File: config.mk
export PLATFORM = sky130hd
export DESIGN_NAME = tracker_pattern_unpacker
export DESIGN_NICKNAME = d
export VERILOG_FILES = /design/src/tpu_pkg.sv /design/src/tpu_ctrl.sv /design/src/tpu_datapath.sv /design/src/tracker_pattern_unpacker.sv
export SDC_FILE = /design/constraint.sdc
export NUM_CORES = 1
export LEC_CHECK = 0
export BUFFER_PORTS_ARGS = -buffer_cell sky130_fd_sc_hd__buf_2
export CELL_PAD_IN_SITES_DETAIL_PLACEMENT = 0
export CELL_PAD_IN_SITES_GLOBAL_PLACEMENT = 2
export CORE_AREA = 4 4 197 276
export CTS_CLUSTER_SIZE = 20
export DETAILED_ROUTE_END_ITERATION = 10
export DIE_AREA = 0 0 201 280
export PLACE_DENSITY_LB_ADDON = 0.12
export SKIP_LAST_GASP = 1
export SLEW_MARGIN = 5
export SYNTH_ARGS = -nofsm -noshare
export SYNTH_HDL_FRONTEND = slang
export SYNTH_SLANG_ARGS = --single-unit
File: constraint.sdc
create_clock -name clk_i -period 6.6 [get_ports clk_i]
set_clock_uncertainty 0.2 [all_clocks]
set_input_delay 0.99 -clock clk_i [delete_from_list [all_inputs] [get_ports clk_i]]
set_output_delay 0.99 -clock clk_i [all_outputs]
set_load 0.01 [all_outputs]
File: src/tpu_pkg.sv
// Shared types and constants of the pattern unpacker.
// Used by the controller, the datapath, the top level and the checker; no dependencies.
`timescale 1ns / 1ps

package tpu_pkg;

  localparam int unsigned DATA_W     = 8;
  localparam int unsigned ROWCFG_W   = 9;
  localparam int unsigned CHCFG_W    = 7;
  localparam int unsigned ROW_W      = 8;
  localparam int unsigned CH_W       = 7;
  localparam int unsigned REC_W      = 15;
  localparam int unsigned IDX_W      = 14;
  localparam int unsigned CFG_IDX_W  = 2;
  localparam int unsigned CFG_DATA_W = 9;
  localparam int unsigned NFIELDS    = 7;
  localparam int unsigned PHASE_W    = 3;
  localparam int unsigned DIV_W      = 9;
  localparam int unsigned DIV_STEPS  = DIV_W;
  localparam int unsigned STEP_CNT_W = 4;
  localparam int unsigned CELL_W     = 64;

  // Configuration register indexes
  localparam logic [CFG_IDX_W-1:0] CFG_PACKED_MODE   = 2'd0;
  localparam logic [CFG_IDX_W-1:0] CFG_ROW_COUNT     = 2'd1;
  localparam logic [CFG_IDX_W-1:0] CFG_CHANNEL_COUNT = 2'd2;

  localparam logic                RST_PACKED_MODE = 1'b1;
  localparam logic [ROWCFG_W-1:0] RST_ROW_COUNT   = 9'd64;
  localparam logic [CHCFG_W-1:0]  RST_CHAN_COUNT  = 7'd4;
  localparam logic [CHCFG_W-1:0]  MIN_CHANNELS    = 7'd4;

  // Packed-mode parse phases; in plain mode the phase is the byte position
  localparam logic [PHASE_W-1:0] PH_MASK     = 3'd0;
  localparam logic [PHASE_W-1:0] PH_REPEAT   = 3'd1;
  localparam logic [PHASE_W-1:0] PH_MASK_FF  = 3'd2;
  localparam logic [PHASE_W-1:0] PH_FIELDS   = 3'd3;
  localparam logic [PHASE_W-1:0] PH_POS_LAST = 3'd6;

  // Field slots of a cell record
  localparam int unsigned F_NOTE   = 0;
  localparam int unsigned F_INSTR  = 1;
  localparam int unsigned F_VOL    = 2;
  localparam int unsigned F_EFFECT = 4;
  localparam int unsigned F_ARG1   = 5;
  localparam int unsigned F_ARG2   = 6;

  localparam logic [DATA_W-1:0] REPEAT_MARK = 8'hFF;
  localparam logic [DATA_W-1:0] MASK_BITS   = 8'h7F;
  localparam logic [DATA_W-1:0] NOTE_LAST   = 8'd96;
  localparam logic [DATA_W-1:0] NOTE_OFF    = 8'hFF;
  localparam logic [DATA_W-1:0] NOTE_SHIFT  = 8'd12;
  localparam logic [DATA_W-1:0] VOL_SET_LO  = 8'h10;
  localparam logic [DATA_W-1:0] VOL_SET_HI  = 8'h90;
  localparam logic [DATA_W-1:0] VOL_SLD_LO  = 8'hA0;
  localparam logic [DATA_W-1:0] VOL_SLD_HI  = 8'hDF;
  localparam logic [3:0]        VOL_SLD_NIB = 4'hA;

  // Volume column kinds
  localparam logic [2:0] VK_NONE     = 3'd0;
  localparam logic [2:0] VK_SET      = 3'd1;
  localparam logic [2:0] VK_SLIDE_DN = 3'd2;
  localparam logic [2:0] VK_FINE_UP  = 3'd5;

  typedef enum logic [1:0] {
    ST_IDLE,
    ST_DIVIDE,
    ST_WRAP
  } tpu_state_e;

  // Result item, first field in the highest bits
  typedef struct packed {
    logic [7:0]  effect_arg_two;
    logic [7:0]  effect_arg_one;
    logic [7:0]  effect_code;
    logic [6:0]  volume_value;
    logic [2:0]  volume_kind;
    logic [7:0]  instrument;
    logic [7:0]  note_code;
    logic [13:0] cell_index;
  } cell_t;

  typedef struct packed {
    logic accept;
    logic div_step;
    logic div_finish;
  } ctl_cmd_t;

  typedef struct packed {
    logic need_divide;
    logic queue_full;
  } dp_status_t;

endpackage

File: src/tpu_ctrl.sv
// Sequencer of the pattern unpacker: gates input transactions and runs the row-wrap divider.
// Depends on tpu_pkg.
`timescale 1ns / 1ps

module tpu_ctrl (
  input  logic                clk_i,
  input  logic                rst_ni,
  input  logic                in_valid_i,
  output logic                in_ready_o,
  input  tpu_pkg::dp_status_t status_i,
  output tpu_pkg::ctl_cmd_t   cmd_o
);

  tpu_pkg::tpu_state_e                  state_q, state_d;
  logic [tpu_pkg::STEP_CNT_W-1:0]       cnt_q, cnt_d;
  logic                                 ready;

  always_ff @(posedge clk_i or negedge rst_ni) begin
    if (!rst_ni) begin
      state_q <= tpu_pkg::ST_IDLE;
      cnt_q   <= '0;
    end else begin
      state_q <= state_d;
      cnt_q   <= cnt_d;
    end
  end

  always_comb begin
    state_d = state_q;
    cnt_d   = cnt_q;
    cmd_o   = '0;
    ready   = 1'b0;
    unique case (state_q)
      tpu_pkg::ST_IDLE: begin
        ready        = !status_i.queue_full;
        cmd_o.accept = in_valid_i && ready;
        if (cmd_o.accept && status_i.need_divide) begin
          state_d = tpu_pkg::ST_DIVIDE;
          cnt_d   = '0;
        end
      end
      tpu_pkg::ST_DIVIDE: begin
        cmd_o.div_step = 1'b1;
        cnt_d          = cnt_q + 1'b1;
        if (cnt_q == tpu_pkg::STEP_CNT_W'(tpu_pkg::DIV_STEPS - 1)) begin
          state_d = tpu_pkg::ST_WRAP;
        end
      end
      tpu_pkg::ST_WRAP: begin
        cmd_o.div_finish = 1'b1;
        state_d          = tpu_pkg::ST_IDLE;
      end
      default: state_d = tpu_pkg::ST_IDLE;
    endcase
  end

  assign in_ready_o = ready;

endmodule

File: src/tpu_datapath.sv
// Datapath of the pattern unpacker: config registers, parse state, cell build, divider, result buffer.
// Depends on tpu_pkg; driven by tpu_ctrl commands.
`timescale 1ns / 1ps

module tpu_datapath #(
  parameter int unsigned MAX_ROWS     = 256,
  parameter int unsigned MAX_CHANNELS = 64
) (
  input  logic                               clk_i,
  input  logic                               rst_ni,
  input  logic                               cfg_we_i,
  input  logic [tpu_pkg::CFG_IDX_W-1:0]      cfg_idx_i,
  input  logic [tpu_pkg::CFG_DATA_W-1:0]     cfg_data_i,
  input  logic [tpu_pkg::DATA_W-1:0]         in_byte_i,
  input  logic                               in_last_i,
  input  tpu_pkg::ctl_cmd_t                  cmd_i,
  output tpu_pkg::dp_status_t                status_o,
  output logic                               out_valid_o,
  input  logic                               out_ready_i,
  output tpu_pkg::cell_t                     out_cell_o
);

  localparam int unsigned DW = tpu_pkg::DATA_W;

  function automatic logic [DW-1:0] note_map(input logic [DW-1:0] n);
    logic [DW-1:0] r;
    if (n == '0) r = '0;
    else if (n > tpu_pkg::NOTE_LAST) r = tpu_pkg::NOTE_OFF;
    else r = n + tpu_pkg::NOTE_SHIFT;
    return r;
  endfunction

  // Configuration
  logic                                packed_mode_q;
  logic [tpu_pkg::ROWCFG_W-1:0]        row_count_q;
  logic [tpu_pkg::CHCFG_W-1:0]         chan_count_q;
  logic [tpu_pkg::ROWCFG_W-1:0]        rows_eff;
  logic [tpu_pkg::CHCFG_W-1:0]         chans_eff;

  // Pattern state
  logic [tpu_pkg::PHASE_W-1:0]         phase_q, phase_d;
  logic [6:0]                          mask_q, mask_d;
  logic [DW-1:0]                       repeat_q, repeat_d;
  logic [DW-1:0]                       fb_q [tpu_pkg::NFIELDS];
  logic [DW-1:0]                       fb_d [tpu_pkg::NFIELDS];
  logic [tpu_pkg::ROW_W-1:0]           row_q, row_d;
  logic [tpu_pkg::CH_W-1:0]            chan_q, chan_d;
  logic [tpu_pkg::REC_W-1:0]           rec_q, rec_d;
  logic                                fin_q, fin_d;
  logic [tpu_pkg::DIV_W-1:0]           rem_q, rem_d;
  logic [tpu_pkg::DIV_W-1:0]           dq_q, dq_d;

  // Step signals
  logic                                emit, advance, take_mask, need_div;
  logic [DW-1:0]                       adv_repeat;
  logic [tpu_pkg::PHASE_W-1:0]         pos;
  logic [6:0]                          low_bit, mask_rest;
  logic [tpu_pkg::IDX_W-1:0]           emit_idx;
  logic [tpu_pkg::REC_W-1:0]           idx_full, cell_limit;
  logic [tpu_pkg::DIV_W-1:0]           total, q_fast, r_fast, shifted;
  logic [tpu_pkg::DIV_W:0]             diff1, diff2;
  logic [tpu_pkg::DIV_W:0]             ch_sum;
  logic [DW-1:0]                       vol;
  tpu_pkg::cell_t                      new_cell;

  // Result buffer: output register plus one skid entry
  tpu_pkg::cell_t                      out_q, skid_q;
  logic                                out_vld_q, out_vld_d, skid_vld_q, skid_vld_d;
  logic                                pop, load_out, load_skid;

  assign rows_eff  = (row_count_q == '0) ? tpu_pkg::ROWCFG_W'(1) :
                     (row_count_q > tpu_pkg::ROWCFG_W'(MAX_ROWS)) ?
                     tpu_pkg::ROWCFG_W'(MAX_ROWS) : row_count_q;
  assign chans_eff = (chan_count_q < tpu_pkg::MIN_CHANNELS) ? tpu_pkg::MIN_CHANNELS :
                     (chan_count_q > tpu_pkg::CHCFG_W'(MAX_CHANNELS)) ?
                     tpu_pkg::CHCFG_W'(MAX_CHANNELS) : chan_count_q;

  assign idx_full   = tpu_pkg::REC_W'(row_q) * tpu_pkg::REC_W'(chans_eff)
                    + tpu_pkg::REC_W'(chan_q);
  assign cell_limit = tpu_pkg::REC_W'(rows_eff) * tpu_pkg::REC_W'(chans_eff);

  assign low_bit   = mask_q & (~mask_q + 7'd1);
  assign mask_rest = mask_q & (mask_q - 7'd1);
  assign pos       = (phase_q > tpu_pkg::PH_POS_LAST) ? tpu_pkg::PH_MASK : phase_q;

  always_ff @(posedge clk_i or negedge rst_ni) begin
    if (!rst_ni) begin
      packed_mode_q <= tpu_pkg::RST_PACKED_MODE;
      row_count_q   <= tpu_pkg::RST_ROW_COUNT;
      chan_count_q  <= tpu_pkg::RST_CHAN_COUNT;
    end else if (cfg_we_i) begin
      unique case (cfg_idx_i)
        tpu_pkg::CFG_PACKED_MODE:   packed_mode_q <= cfg_data_i[0];
        tpu_pkg::CFG_ROW_COUNT:     row_count_q   <= cfg_data_i;
        tpu_pkg::CFG_CHANNEL_COUNT: chan_count_q  <= cfg_data_i[tpu_pkg::CHCFG_W-1:0];
        default: ;
      endcase
    end
  end

  always_comb begin
    phase_d    = phase_q;
    mask_d     = mask_q;
    repeat_d   = repeat_q;
    fb_d       = fb_q;
    row_d      = row_q;
    chan_d     = chan_q;
    rec_d      = rec_q;
    fin_d      = fin_q;
    rem_d      = rem_q;
    dq_d       = dq_q;
    emit       = 1'b0;
    emit_idx   = idx_full[tpu_pkg::IDX_W-1:0];
    advance    = 1'b0;
    take_mask  = 1'b0;
    need_div   = 1'b0;
    adv_repeat = repeat_q;
    total      = '0;
    diff1      = '0;
    diff2      = '0;
    q_fast     = '0;
    r_fast     = '0;
    ch_sum     = '0;
    shifted    = '0;

    if (cmd_i.accept && !fin_q) begin
      if (packed_mode_q) begin
        if (phase_q == tpu_pkg::PH_REPEAT) begin
          repeat_d = in_byte_i;
          phase_d  = tpu_pkg::PH_MASK_FF;
        end else if (phase_q == tpu_pkg::PH_MASK_FF) begin
          take_mask = 1'b1;
        end else if (phase_q >= tpu_pkg::PH_FIELDS && mask_q != '0) begin
          for (int k = 0; k < tpu_pkg::NFIELDS; k++) begin
            if (low_bit[k]) fb_d[k] = in_byte_i;
          end
          mask_d = mask_rest;
          if (mask_rest == '0) begin
            emit    = 1'b1;
            advance = 1'b1;
          end
        end else if (in_byte_i == tpu_pkg::REPEAT_MARK) begin
          repeat_d = '0;
          phase_d  = tpu_pkg::PH_REPEAT;
        end else begin
          repeat_d   = '0;
          adv_repeat = '0;
          take_mask  = 1'b1;
        end

        if (take_mask) begin
          fb_d   = '{default: '0};
          mask_d = in_byte_i[6:0] & tpu_pkg::MASK_BITS[6:0];
          if ((in_byte_i & tpu_pkg::MASK_BITS) != '0) phase_d = tpu_pkg::PH_FIELDS;
          else advance = 1'b1;
        end
      end else begin
        fb_d[pos] = in_byte_i;
        if (pos < tpu_pkg::PH_POS_LAST) begin
          phase_d = pos + 1'b1;
        end else begin
          phase_d = tpu_pkg::PH_MASK;
          if (!in_last_i) begin
            emit     = 1'b1;
            emit_idx = rec_q[tpu_pkg::IDX_W-1:0];
            rec_d    = rec_q + 1'b1;
            if (rec_d >= cell_limit) fin_d = 1'b1;
          end
        end
      end

      // Advance by repeat + 1; totals below two row lengths resolve here, the rest go to the divider
      if (advance) begin
        repeat_d = '0;
        phase_d  = tpu_pkg::PH_MASK;
        mask_d   = '0;
        total    = tpu_pkg::DIV_W'(row_q) + tpu_pkg::DIV_W'(adv_repeat) + 1'b1;
        diff1    = {1'b0, total} - {1'b0, rows_eff};
        diff2    = diff1 - {1'b0, rows_eff};
        if (diff1[tpu_pkg::DIV_W]) begin
          q_fast = '0;
          r_fast = total;
        end else begin
          q_fast = tpu_pkg::DIV_W'(1);
          r_fast = diff1[tpu_pkg::DIV_W-1:0];
        end
        if (!diff1[tpu_pkg::DIV_W] && !diff2[tpu_pkg::DIV_W]) begin
          need_div = 1'b1;
          dq_d     = total;
          rem_d    = '0;
        end else begin
          ch_sum = (tpu_pkg::DIV_W + 1)'(chan_q) + (tpu_pkg::DIV_W + 1)'(q_fast);
          row_d  = r_fast[tpu_pkg::ROW_W-1:0];
          if (ch_sum >= (tpu_pkg::DIV_W + 1)'(chans_eff)) begin
            fin_d  = 1'b1;
            chan_d = '0;
          end else begin
            chan_d = ch_sum[tpu_pkg::CH_W-1:0];
          end
        end
      end
    end

    // Restoring divide, one quotient bit per step
    if (cmd_i.div_step) begin
      shifted = {rem_q[tpu_pkg::DIV_W-2:0], dq_q[tpu_pkg::DIV_W-1]};
      if (shifted >= rows_eff) begin
        rem_d = shifted - rows_eff;
        dq_d  = {dq_q[tpu_pkg::DIV_W-2:0], 1'b1};
      end else begin
        rem_d = shifted;
        dq_d  = {dq_q[tpu_pkg::DIV_W-2:0], 1'b0};
      end
    end

    if (cmd_i.div_finish) begin
      ch_sum = (tpu_pkg::DIV_W + 1)'(chan_q) + (tpu_pkg::DIV_W + 1)'(dq_q);
      row_d  = rem_q[tpu_pkg::ROW_W-1:0];
      if (ch_sum >= (tpu_pkg::DIV_W + 1)'(chans_eff)) begin
        fin_d  = 1'b1;
        chan_d = '0;
      end else begin
        chan_d = ch_sum[tpu_pkg::CH_W-1:0];
      end
    end

    // Build the result from the field bytes as this transaction leaves them
    vol                     = fb_d[tpu_pkg::F_VOL];
    new_cell.cell_index     = emit_idx;
    new_cell.note_code      = note_map(fb_d[tpu_pkg::F_NOTE]);
    new_cell.instrument     = fb_d[tpu_pkg::F_INSTR];
    new_cell.effect_code    = fb_d[tpu_pkg::F_EFFECT];
    new_cell.effect_arg_one = fb_d[tpu_pkg::F_ARG1];
    new_cell.effect_arg_two = fb_d[tpu_pkg::F_ARG2];
    if (vol >= tpu_pkg::VOL_SET_LO && vol <= tpu_pkg::VOL_SET_HI) begin
      new_cell.volume_kind  = tpu_pkg::VK_SET;
      new_cell.volume_value = 7'((vol - tpu_pkg::VOL_SET_LO) >> 1);
    end else if (vol >= tpu_pkg::VOL_SLD_LO && vol <= tpu_pkg::VOL_SLD_HI) begin
      new_cell.volume_kind  = tpu_pkg::VK_SLIDE_DN + 3'(vol[7:4] - tpu_pkg::VOL_SLD_NIB);
      new_cell.volume_value = {3'b000, vol[3:0]};
    end else begin
      new_cell.volume_kind  = tpu_pkg::VK_NONE;
      new_cell.volume_value = '0;
    end

    // End of pattern data: drop any partial cell and return to the start
    if (cmd_i.accept && in_last_i) begin
      phase_d  = tpu_pkg::PH_MASK;
      mask_d   = '0;
      repeat_d = '0;
      fb_d     = '{default: '0};
      row_d    = '0;
      chan_d   = '0;
      rec_d    = '0;
      fin_d    = 1'b0;
      need_div = 1'b0;
    end
  end

  always_ff @(posedge clk_i or negedge rst_ni) begin
    if (!rst_ni) begin
      phase_q  <= tpu_pkg::PH_MASK;
      mask_q   <= '0;
      repeat_q <= '0;
      fb_q     <= '{default: '0};
      row_q    <= '0;
      chan_q   <= '0;
      rec_q    <= '0;
      fin_q    <= 1'b0;
      rem_q    <= '0;
      dq_q     <= '0;
    end else begin
      phase_q  <= phase_d;
      mask_q   <= mask_d;
      repeat_q <= repeat_d;
      fb_q     <= fb_d;
      row_q    <= row_d;
      chan_q   <= chan_d;
      rec_q    <= rec_d;
      fin_q    <= fin_d;
      rem_q    <= rem_d;
      dq_q     <= dq_d;
    end
  end

  // Result buffer; the skid entry fills only while the output register stalls
  assign pop = out_vld_q && out_ready_i;

  always_comb begin
    out_vld_d  = out_vld_q;
    skid_vld_d = skid_vld_q;
    load_out   = 1'b0;
    load_skid  = 1'b0;
    if (!out_vld_q || pop) begin
      if (skid_vld_q) begin
        load_out   = 1'b1;
        out_vld_d  = 1'b1;
        skid_vld_d = emit;
        load_skid  = emit;
      end else begin
        load_out  = emit;
        out_vld_d = emit;
      end
    end else if (emit) begin
      skid_vld_d = 1'b1;
      load_skid  = 1'b1;
    end
  end

  always_ff @(posedge clk_i or negedge rst_ni) begin
    if (!rst_ni) begin
      out_vld_q  <= 1'b0;
      skid_vld_q <= 1'b0;
    end else begin
      out_vld_q  <= out_vld_d;
      skid_vld_q <= skid_vld_d;
    end
  end

  always_ff @(posedge clk_i) begin
    if (load_out) out_q <= skid_vld_q ? skid_q : new_cell;
    if (load_skid) skid_q <= new_cell;
  end

  assign status_o.need_divide = need_div;
  assign status_o.queue_full  = skid_vld_q;
  assign out_valid_o          = out_vld_q;
  assign out_cell_o           = out_q;

endmodule

File: src/tracker_pattern_unpacker.sv
// Top level of the pattern unpacker: stream ports, config write port, sequencer and datapath.
// Depends on tpu_pkg, tpu_ctrl and tpu_datapath.
`timescale 1ns / 1ps

// Pattern data unpacker.
// Input stream: one byte of pattern data per transaction on s_axis; s_axis_tlast marks the
// last byte of a pattern and returns all pattern state (row, channel, record count, partial
// cell) to the start once that byte is handled.
// Output stream: one decoded cell per transaction on m_axis, in order of completion.
// Config port: write cfg_data_i to register cfg_idx_i when cfg_we_i is high; index 0 selects
// packed mode, 1 the row count, 2 the channel count. Write only while the block is idle.
// Each completed cell is registered in the output register, or in the skid entry on a stall.
// Throughput: one byte per cycle while s_axis_tready is high. In packed mode a row advance
// that carries across two or more row lengths (large repeat counts) runs the 9-step restoring
// divider and then a wrap state; s_axis_tready is low meanwhile.
// Reset: packed mode, 64 rows, 4 channels, pattern state cleared; no result pending.
// Stall: results sit in a two-entry buffer (output register plus skid entry); input keeps
// flowing while one result waits and is held off once both entries are full.

module tracker_pattern_unpacker #(
  parameter int unsigned MAX_ROWS     = 256,
  parameter int unsigned MAX_CHANNELS = 64
) (
  input  logic                           clk_i,
  input  logic                           rst_ni,
  // Config write port
  input  logic                           cfg_we_i,
  input  logic [tpu_pkg::CFG_IDX_W-1:0]  cfg_idx_i,
  input  logic [tpu_pkg::CFG_DATA_W-1:0] cfg_data_i,
  // Pattern bytes in
  input  logic                           s_axis_tvalid,
  output logic                           s_axis_tready,
  input  logic [7:0]                     s_axis_tdata,  // [7:0] data_byte
  input  logic                           s_axis_tlast,  // final_byte
  // Decoded cells out
  output logic                           m_axis_tvalid,
  input  logic                           m_axis_tready,
  // [13:0] cell_index, [21:14] note_code, [29:22] instrument, [32:30] volume_kind,
  // [39:33] volume_value, [47:40] effect_code, [55:48] effect_arg_one,
  // [63:56] effect_arg_two
  output logic [tpu_pkg::CELL_W-1:0]     m_axis_tdata
);

  tpu_pkg::ctl_cmd_t   cmd;
  tpu_pkg::dp_status_t status;
  tpu_pkg::cell_t      out_cell;

  // Sequencer: hold input off while dividing or when the result buffer is full
  tpu_ctrl u_ctrl (
    .clk_i      (clk_i),
    .rst_ni     (rst_ni),
    .in_valid_i (s_axis_tvalid),
    .in_ready_o (s_axis_tready),
    .status_i   (status),
    .cmd_o      (cmd)
  );

  // Datapath: parse, advance position, build the cell, buffer results
  tpu_datapath #(
    .MAX_ROWS     (MAX_ROWS),
    .MAX_CHANNELS (MAX_CHANNELS)
  ) u_datapath (
    .clk_i       (clk_i),
    .rst_ni      (rst_ni),
    .cfg_we_i    (cfg_we_i),
    .cfg_idx_i   (cfg_idx_i),
    .cfg_data_i  (cfg_data_i),
    .in_byte_i   (s_axis_tdata),
    .in_last_i   (s_axis_tlast),
    .cmd_i       (cmd),
    .status_o    (status),
    .out_valid_o (m_axis_tvalid),
    .out_ready_i (m_axis_tready),
    .out_cell_o  (out_cell)
  );

  assign m_axis_tdata = out_cell;

endmodule

# Word-level counts from Yosys, hierarchy flattened
# Index checks and enable logic that the tools add are counted.
[classes]
n_mul = 2
order_cmp = 17
muxes = 143
reduce_logical = 44
shifts = 0
bitwise_logic = 4
eq_ne = 22
div_mod_pow = 0
n_addsub = 17
[op_table]
columns = ["operator", "count"]
rows = [
  ["two-way mux 56 bit", 7],
  ["two-way mux 8 bit", 34],
  ["two-way mux 7 bit", 18],
  ["two-way mux 15 bit", 5],
  ["two-way mux 9 bit", 8],
  ["two-way mux 64 bit", 1],
  ["bitwise mux 56 bit", 1],
  ["two-way mux 14 bit", 4],
  ["two-way mux 1 bit", 46],
  ["two-way mux 3 bit", 12],
  ["demux 8 bit (select 3 bit)", 1],
  ["inequality test 4 bit, second input constant", 6],
  ["adder 7 x 9 -> 10 bit", 2],
  [">= comparator 10 x 7 -> 1 bit", 2],
  ["<= comparator 8 bit, second input constant", 2],
  ["adder 15 x 1 -> 15 bit, second input constant", 1],
  [">= comparator 15 bit", 1],
  ["multiplier 9 x 7 -> 15 bit", 1],
  ["adder 14 x 7 -> 14 bit", 1],
  ["AND 7 bit", 2],
  ["multiplier 8 x 7 -> 14 bit", 1],
  ["nonzero test 2 bit", 6],
  ["logical AND 1 bit", 10],
  ["two-way mux 10 bit", 1],
  ["other kinds (55)", 76],
]
[word_totals]
register_bits = 275
ramBits = 0
mem_count = 0
latch_bits = 0
out_inout_bits = 66
mem_bits_ro = 0

# Depth between registers and ports, before layout
[logic_depth]
ltp_word = 22
depth_mapped = 33

# By module
# A second synthesis with hierarchy kept.
[unflattened]
hier_cells = 1912
area_unflattened_um2 = 19521.2
[by_module_without_submodules]
columns = ["mod", "area_each_um2", "instances", "cells_each", "seq_area_each_um2"]
rows = [
  ["tpu_datapath", 19173.4, 1, 1881, 7175.6],
  ["tpu_ctrl", 347.8, 1, 31, 150.1],
]

# Worst setup path after synthesis
# Ideal clock, no wire load.
[synth_timing]
kind = "input port to flip-flop"
from = "input s_axis_tdata[1]"
to = "register u_datapath.chan_q[6] in the netlist's numbering"
arrival_time_ps = 6564
path_buffers = 2
setup_slack_ps = -268
path_stages = 30
setup_time_ps = 103
required_ps = 6297
cell_sequence = "clkbuf_1 -> nand4_1 -> nor2_1 -> nor4_1 -> nand2b_1 -> ha_1 -> inv_1 -> fa_1 -> a21o_1 -> a21oi_1 -> nand2b_1 -> nand2_1 -> o31ai_1 -> nor2_1 -> ha_1 -> o21ai_0 -> nand2b_1 -> a41o_1 -> buf_1 -> ha_1 -> ha_1 -> nand3_1 -> xnor2_1 -> ha_1 -> a21oi_1 -> nor3b_1 -> a21oi_1 -> a31o_2 -> o2bb2a_1 -> o41ai_2"
[synth_between]
elab_chain_cells = 21
[synth_rtl]
columns = ["item", "line_no", "source"]
rows = [
  ["start, declared", "tracker_pattern_unpacker.sv:33", "input logic [7:0] s_axis_tdata,"],
  ["== test 8 bit", "tpu_datapath.sv:142", "end else if (in_byte_i == tpu_pkg::REPEAT_MARK) begin"],
  ["two-way mux 8 bit", "tpu_datapath.sv:142", ""],
  ["two-way mux 8 bit", "tpu_datapath.sv:133", "end else if (phase_q >= tpu_pkg::PH_FIELDS && mask_q != '0) begin"],
  ["two-way mux 8 bit", "tpu_datapath.sv:131", "end else if (phase_q == tpu_pkg::PH_MASK_FF) begin"],
  ["two-way mux 8 bit", "tpu_datapath.sv:128", "if (phase_q == tpu_pkg::PH_REPEAT) begin"],
  ["two-way mux 8 bit", "tpu_datapath.sv:127", "if (packed_mode_q) begin"],
  ["two-way mux 8 bit", "tpu_datapath.sv:126", "if (cmd_i.accept && !fin_q) begin"],
  ["adder 8 x 8 -> 9 bit", "tpu_datapath.sv:177", "total = tpu_pkg::DIV_W'(row_q) + tpu_pkg::DIV_W'(adv_repeat) + 1'b1;"],
  ["[5 not listed]", "n/a", ""],
  ["adder 7 x 9 -> 10 bit", "tpu_datapath.sv:192", "ch_sum = (tpu_pkg::DIV_W + 1)'(chan_q) + (tpu_pkg::DIV_W + 1)'(q_fast);"],
  [">= comparator 10 x 7 -> 1 bit", "tpu_datapath.sv:194", "if (ch_sum >= (tpu_pkg::DIV_W + 1)'(chans_eff)) begin"],
  ["two-way mux 7 bit", "tpu_datapath.sv:194", ""],
  ["two-way mux 7 bit", "tpu_datapath.sv:187", "if (!diff1[tpu_pkg::DIV_W] && !diff2[tpu_pkg::DIV_W]) begin"],
  ["two-way mux 7 bit", "tpu_datapath.sv:173", "if (advance) begin"],
  ["two-way mux 7 bit", "tpu_datapath.sv:126", ""],
  ["two-way mux 7 bit", "tpu_datapath.sv:216", "if (cmd_i.div_finish) begin"],
  ["two-way mux 7 bit", "tpu_datapath.sv:247", "if (cmd_i.accept && in_last_i) begin"],
  ["end signal, assigned", "tpu_datapath.sv:278", "chan_q <= chan_d;"],
  ["end, declared", "tpu_datapath.sv:47", "logic [tpu_pkg::CH_W-1:0] chan_q, chan_d;"],
]
# Parallel ways exist; a longest one is shown, timed or not. The select of a mux whose other input is x is not followed.
# A chain may end at the register's enable or synchronous reset.

# Final worst setup path
[layout_timing]
from = "register u_datapath.mask_q[1]"
to = "register u_datapath.chan_q[6] in the netlist's numbering"
[layout_between]
elab_chain_cells = 21
[layout_rtl]
columns = ["item", "line_no", "source"]
rows = [
  ["start, declared", "tpu_datapath.sv:42", "logic [6:0] mask_q, mask_d;"],
  ["start signal, assigned", "tpu_datapath.sv:274", "mask_q <= mask_d;"],
  ["nonzero test 7 bit", "tpu_datapath.sv:133", ""],
  ["logical AND 1 bit", "tpu_datapath.sv:133", ""],
  ["two-way mux 8 bit", "tpu_datapath.sv:133", ""],
  ["two-way mux 8 bit", "tpu_datapath.sv:131", ""],
  ["two-way mux 8 bit", "tpu_datapath.sv:128", ""],
  ["two-way mux 8 bit", "tpu_datapath.sv:127", ""],
  ["two-way mux 8 bit", "tpu_datapath.sv:126", ""],
  ["adder 8 x 8 -> 9 bit", "tpu_datapath.sv:177", ""],
  ["[5 not listed]", "n/a", ""],
  ["adder 7 x 9 -> 10 bit", "tpu_datapath.sv:192", ""],
  [">= comparator 10 x 7 -> 1 bit", "tpu_datapath.sv:194", ""],
  ["two-way mux 7 bit", "tpu_datapath.sv:194", ""],
  ["two-way mux 7 bit", "tpu_datapath.sv:187", ""],
  ["two-way mux 7 bit", "tpu_datapath.sv:173", ""],
  ["two-way mux 7 bit", "tpu_datapath.sv:126", ""],
  ["two-way mux 7 bit", "tpu_datapath.sv:216", ""],
  ["two-way mux 7 bit", "tpu_datapath.sv:247", ""],
]
# Parallel ways exist; a longest one is shown, timed or not. The select of a mux whose other input is x is not followed.

==> flow_metrics.tcl <==
set metrics [dict create \
    finalCritPeriodShare_pct 94.4 \
    path_class "reg2reg" \
    grt_use_total_pct 19.2 \
    core_mm2 0.0519 \
    ys_warn_count 0 \
    drv_cap 0 \
    wl_per_cell_um 19.8 \
    fp.dieW_um 201 \
    critPathBufInv 2 \
    slowest_delay_ns 0.55 \
    met3WireLength_um 1790 \
    syn_to_final_growth_pct 14.2 \
    synth_edf_count 128 \
    placed_area_mm2 0.0207 \
    met1_length_um 22400 \
    layout_setup_ws_ns 0.372 \
    cp.required_ns 6.87 \
    viasPerCell 5.31 \
    ys_ff_latch 267 \
    cts.sinks 267 \
    yosys.area_share.simple_pct 16.8 \
    reg2regPathDepth 28 \
    slowest_stage "or4_4" \
    gp_congestion 0.821 \
    cpMostUsedCell "ha_1" \
    final_common_cell "nand2_1" \
    syn_avg_cell_area_um2 9.73 \
    worstReg2RegStart "u_datapath.mask_q[1]" \
    finalInstanceArea_mm2 0.0217 \
    setup_viol 0 \
    ioPinCount 91 \
    antenna_found_initial 0 \
    seq_area_frac_synth_pct 38.5 \
    critPathTopFamily "compound AO/OA/AOI/OAI gates" \
    reg2reg_slack_ns 0.37 \
    worstPathMaxFanout 6 \
    clk_latency_ns 0.57 \
    dp_hpwl_um 41500 \
    synth-xor-area-share_pct 3.31 \
    layout-drive-gt1-share_pct 16.8 \
    ant_nets 0 \
    crit_start "u_datapath.mask_q[1]" \
    power.share.clock_pct 18.4 \
    ys_types 88 \
    startpoint_type "flop" \
    fp.dieH_um 280 \
    power.switching_mw 3.77 \
    ctsHtreeMaxLevel 1 \
    drt-initial-drc-count 695 \
    multiInputGateArea_mm2 0.0110 \
    tightest_slew_ns 1.14 \
    initial_core_util_pct 36.7 \
    powerDensity_mw_per_mm2 410 \
    power.internal_mw 5.13 \
    synthAdderAreaFrac_pct 17.4 \
    synth_top_family_by_area "adder cells" \
    via_count 14700 \
    clockBufferDepth 3 \
    hold_viol_final 0 \
    wl_met2_um 29300 \
    dp_slack_ns -0.190 \
    synth_compound_gate_area_share_pct 13.6 \
    num-fill-cells 5164 \
    grt_pass1_wl_um 86800 \
    hp-class "in2async" \
    max-slew-margin-rel_pct 23.2 \
    grt_max_degree 59 \
    switching_share_pct 42.4 \
    most-common-layout-cells "249 x nand2_1, 169 x nor2_1, 148 x ha_1, 135 x dfrtp_1, 128 x edfxtp_1" \
    core.rowCount 99 \
    rr_endpoint "u_datapath.chan_q[6]" \
    ctsHoldBuffers 0 \
    synth_nets 2201 \
    grt_setup_unrepaired "true" \
    cts_tree "built" \
    syn_inst 1956 \
    drc 0 \
    period_needed_ns 6.23 \
    p_comb_share_pct 54.6 \
    wl_um 54700 \
    cp_data_arrival_time_ns 6.50 \
    clk_pin_slew_ns 0.06 \
    gr-total-overflow 0 \
    drt_first_pass_iters 5 \
    seq_area_mm2 0.00733 \
    syn_area_mm2 0.0190 \
    cp-end-kind "flop" \
    max_freq_ghz 0.161 \
    leakage_nw 9.83 \
    synthMuxAreaShare_pct 5.82 \
    synthArstFlopShare_pct 52.1 \
    clock-root-buffer "clkbuf_16" \
    antenna_cells 0 \
    seqPwrFrac_pct 27.1 \
    die-area_mm2 0.0563 \
    grt_pass1_vias 15000 \
    status "complete, no violations" \
    port_buffers 90 \
    fin_nets 2328 \
    top_layer_used "met4" \
    synth-main-ff-cell "dfrtp_1" \
    peakVddDrop_v 0.000228 \
    drv_slew 0 \
    numCtsBuffers 29 \
]
[registers in the layout, indices dropped and copies added, names as in the netlist, 2 cells and up]
signal	count
u_datapath.row_count_q	9
u_datapath.mask_q	7
u_datapath.chan_q	7
u_datapath.rem_q	8
u_datapath.dq_q	9
u_datapath.chan_count_q	7
u_datapath.phase_q	3
u_datapath.fb_q	48
u_ctrl.state_q	2
u_ctrl.cnt_q	4
u_datapath.out_cell_o	64
u_datapath.repeat_q	8
u_datapath.row_q	8
u_datapath.rec_q	15
u_datapath.skid_q	64
[area by class of cell]
| cell class | instances | share of cell area, % |
|---|---|---|
| tap | 656 | 3.78 |
| clock inverter | 20 | 0.892 |
| inverter | 130 | 2.24 |
| timing repair buffer | 185 | 5.55 |
| sequential | 267 | 33.7 |
| clock buffer | 33 | 3.41 |
| multi-input combinational | 1470 | 50.4 |
[worst max path at each step]
stage,to,slack (ns),cells past startpoint
after floorplan,u_datapath.chan_q[6],0.12,28
after global placement,u_datapath.fin_q,-0.13,27
after detailed placement,u_datapath.fin_q,-0.19,27
after CTS,u_datapath.fin_q,0.02,27
after global routing,u_datapath.chan_q[6],-0.01,29
final,u_datapath.chan_q[6],0.37,28
[cells in the mapped netlist, types with 6 or more instances]
master      n  area share, %
nand2_1   249            4.9
nor2_1    171            3.4
ha_1      148            9.7
dfrtp_1   136             18
edfxtp_1  128             20
inv_1     124            2.4
a21oi_1   101            2.7
o21ai_0    97            2.6
fa_1       72            7.6
clkbuf_1   69            1.4
mux2_2     69            4.1
and2_1     52            1.7
nand3_1    48            1.3
xnor2_1    40            1.8
nor2b_1    34            1.1
mux2i_1    33            1.7
and3_1     32            1.1
xor2_1     32            1.5
o221ai_1   26            1.2
nor3_1     23           0.60
a21o_1     17           0.67
nand2b_1   17           0.56
a22o_1     15           0.69
o22ai_1    14           0.46
or3_1      13           0.43
o21a_1     11           0.43
o211ai_1   10           0.39
o31ai_1    10           0.39
a21boi_0    8           0.32
a31oi_1     8           0.26
buf_2       8           0.21
o21ai_1     8           0.21
a22oi_1     7           0.28
buf_1       7           0.14
nand3b_1    7           0.28
nor4_1      7           0.23
clkinv_1    6           0.12
[timing repair]
action,4_1_cts,5_1_grt
setup buffers,1,2
endpoints found under the setup margin,1,10
pin swaps,6,15
resized for setup,4,20
[metal layers]
layer / vias up / track usage, %
li1: 7140 / -
met1: 7204 / 23.2
met2: 240 / 36.7
met4: 0 / 4.98
met3: 66 / 1.84
met5: - / 0
[power by group through the flow]
stage | sequential, mW | combinational [mW] | clock (mW)
3_5_place_dp | 2.44 | 4.87 | 0
3_3_place_gp | 2.43 | 4.83 | 0
5_1_grt | 2.45 | 5.53 | 1.75
4_1_cts | 2.41 | 4.91 | 1.69
2_1_floorplan | 2.34 | 3.51 | 0
6_report | 2.41 | 4.86 | 1.64
[metrics by stage]
step           utilization (%)  setup TNS [ns]  power [mW]  cells  hold slack [ns]
5_1_grt                   41.9         -0.0151        9.73   2761            0.182
3_3_place_gp              39.9          -0.129        7.26   2705            0.261
6_report                  41.9               0        8.90   2761            0.169
3_5_place_dp              39.9          -0.190        7.31   2705            0.267
2_1_floorplan                -               0        5.86   1956            0.242
4_1_cts                   41.7               0        9.01   2759            0.160
[cells by family (layout without fill, tap and decap cells)]
| group | Yosys count | after routing |
|---|---|---|
| adders and majority gates | 222 | 222 |
| muxes | 102 | 102 |
| xor gates and xnor gates | 72 | 72 |
| AOI/OAI and AO/OA | 390 | 390 |
| buffers and inverters | 219 | 368 |
| DFF | 267 | 267 |
| and+or+nand+nor | 684 | 684 |
Power figures use the tool's default switching activity.
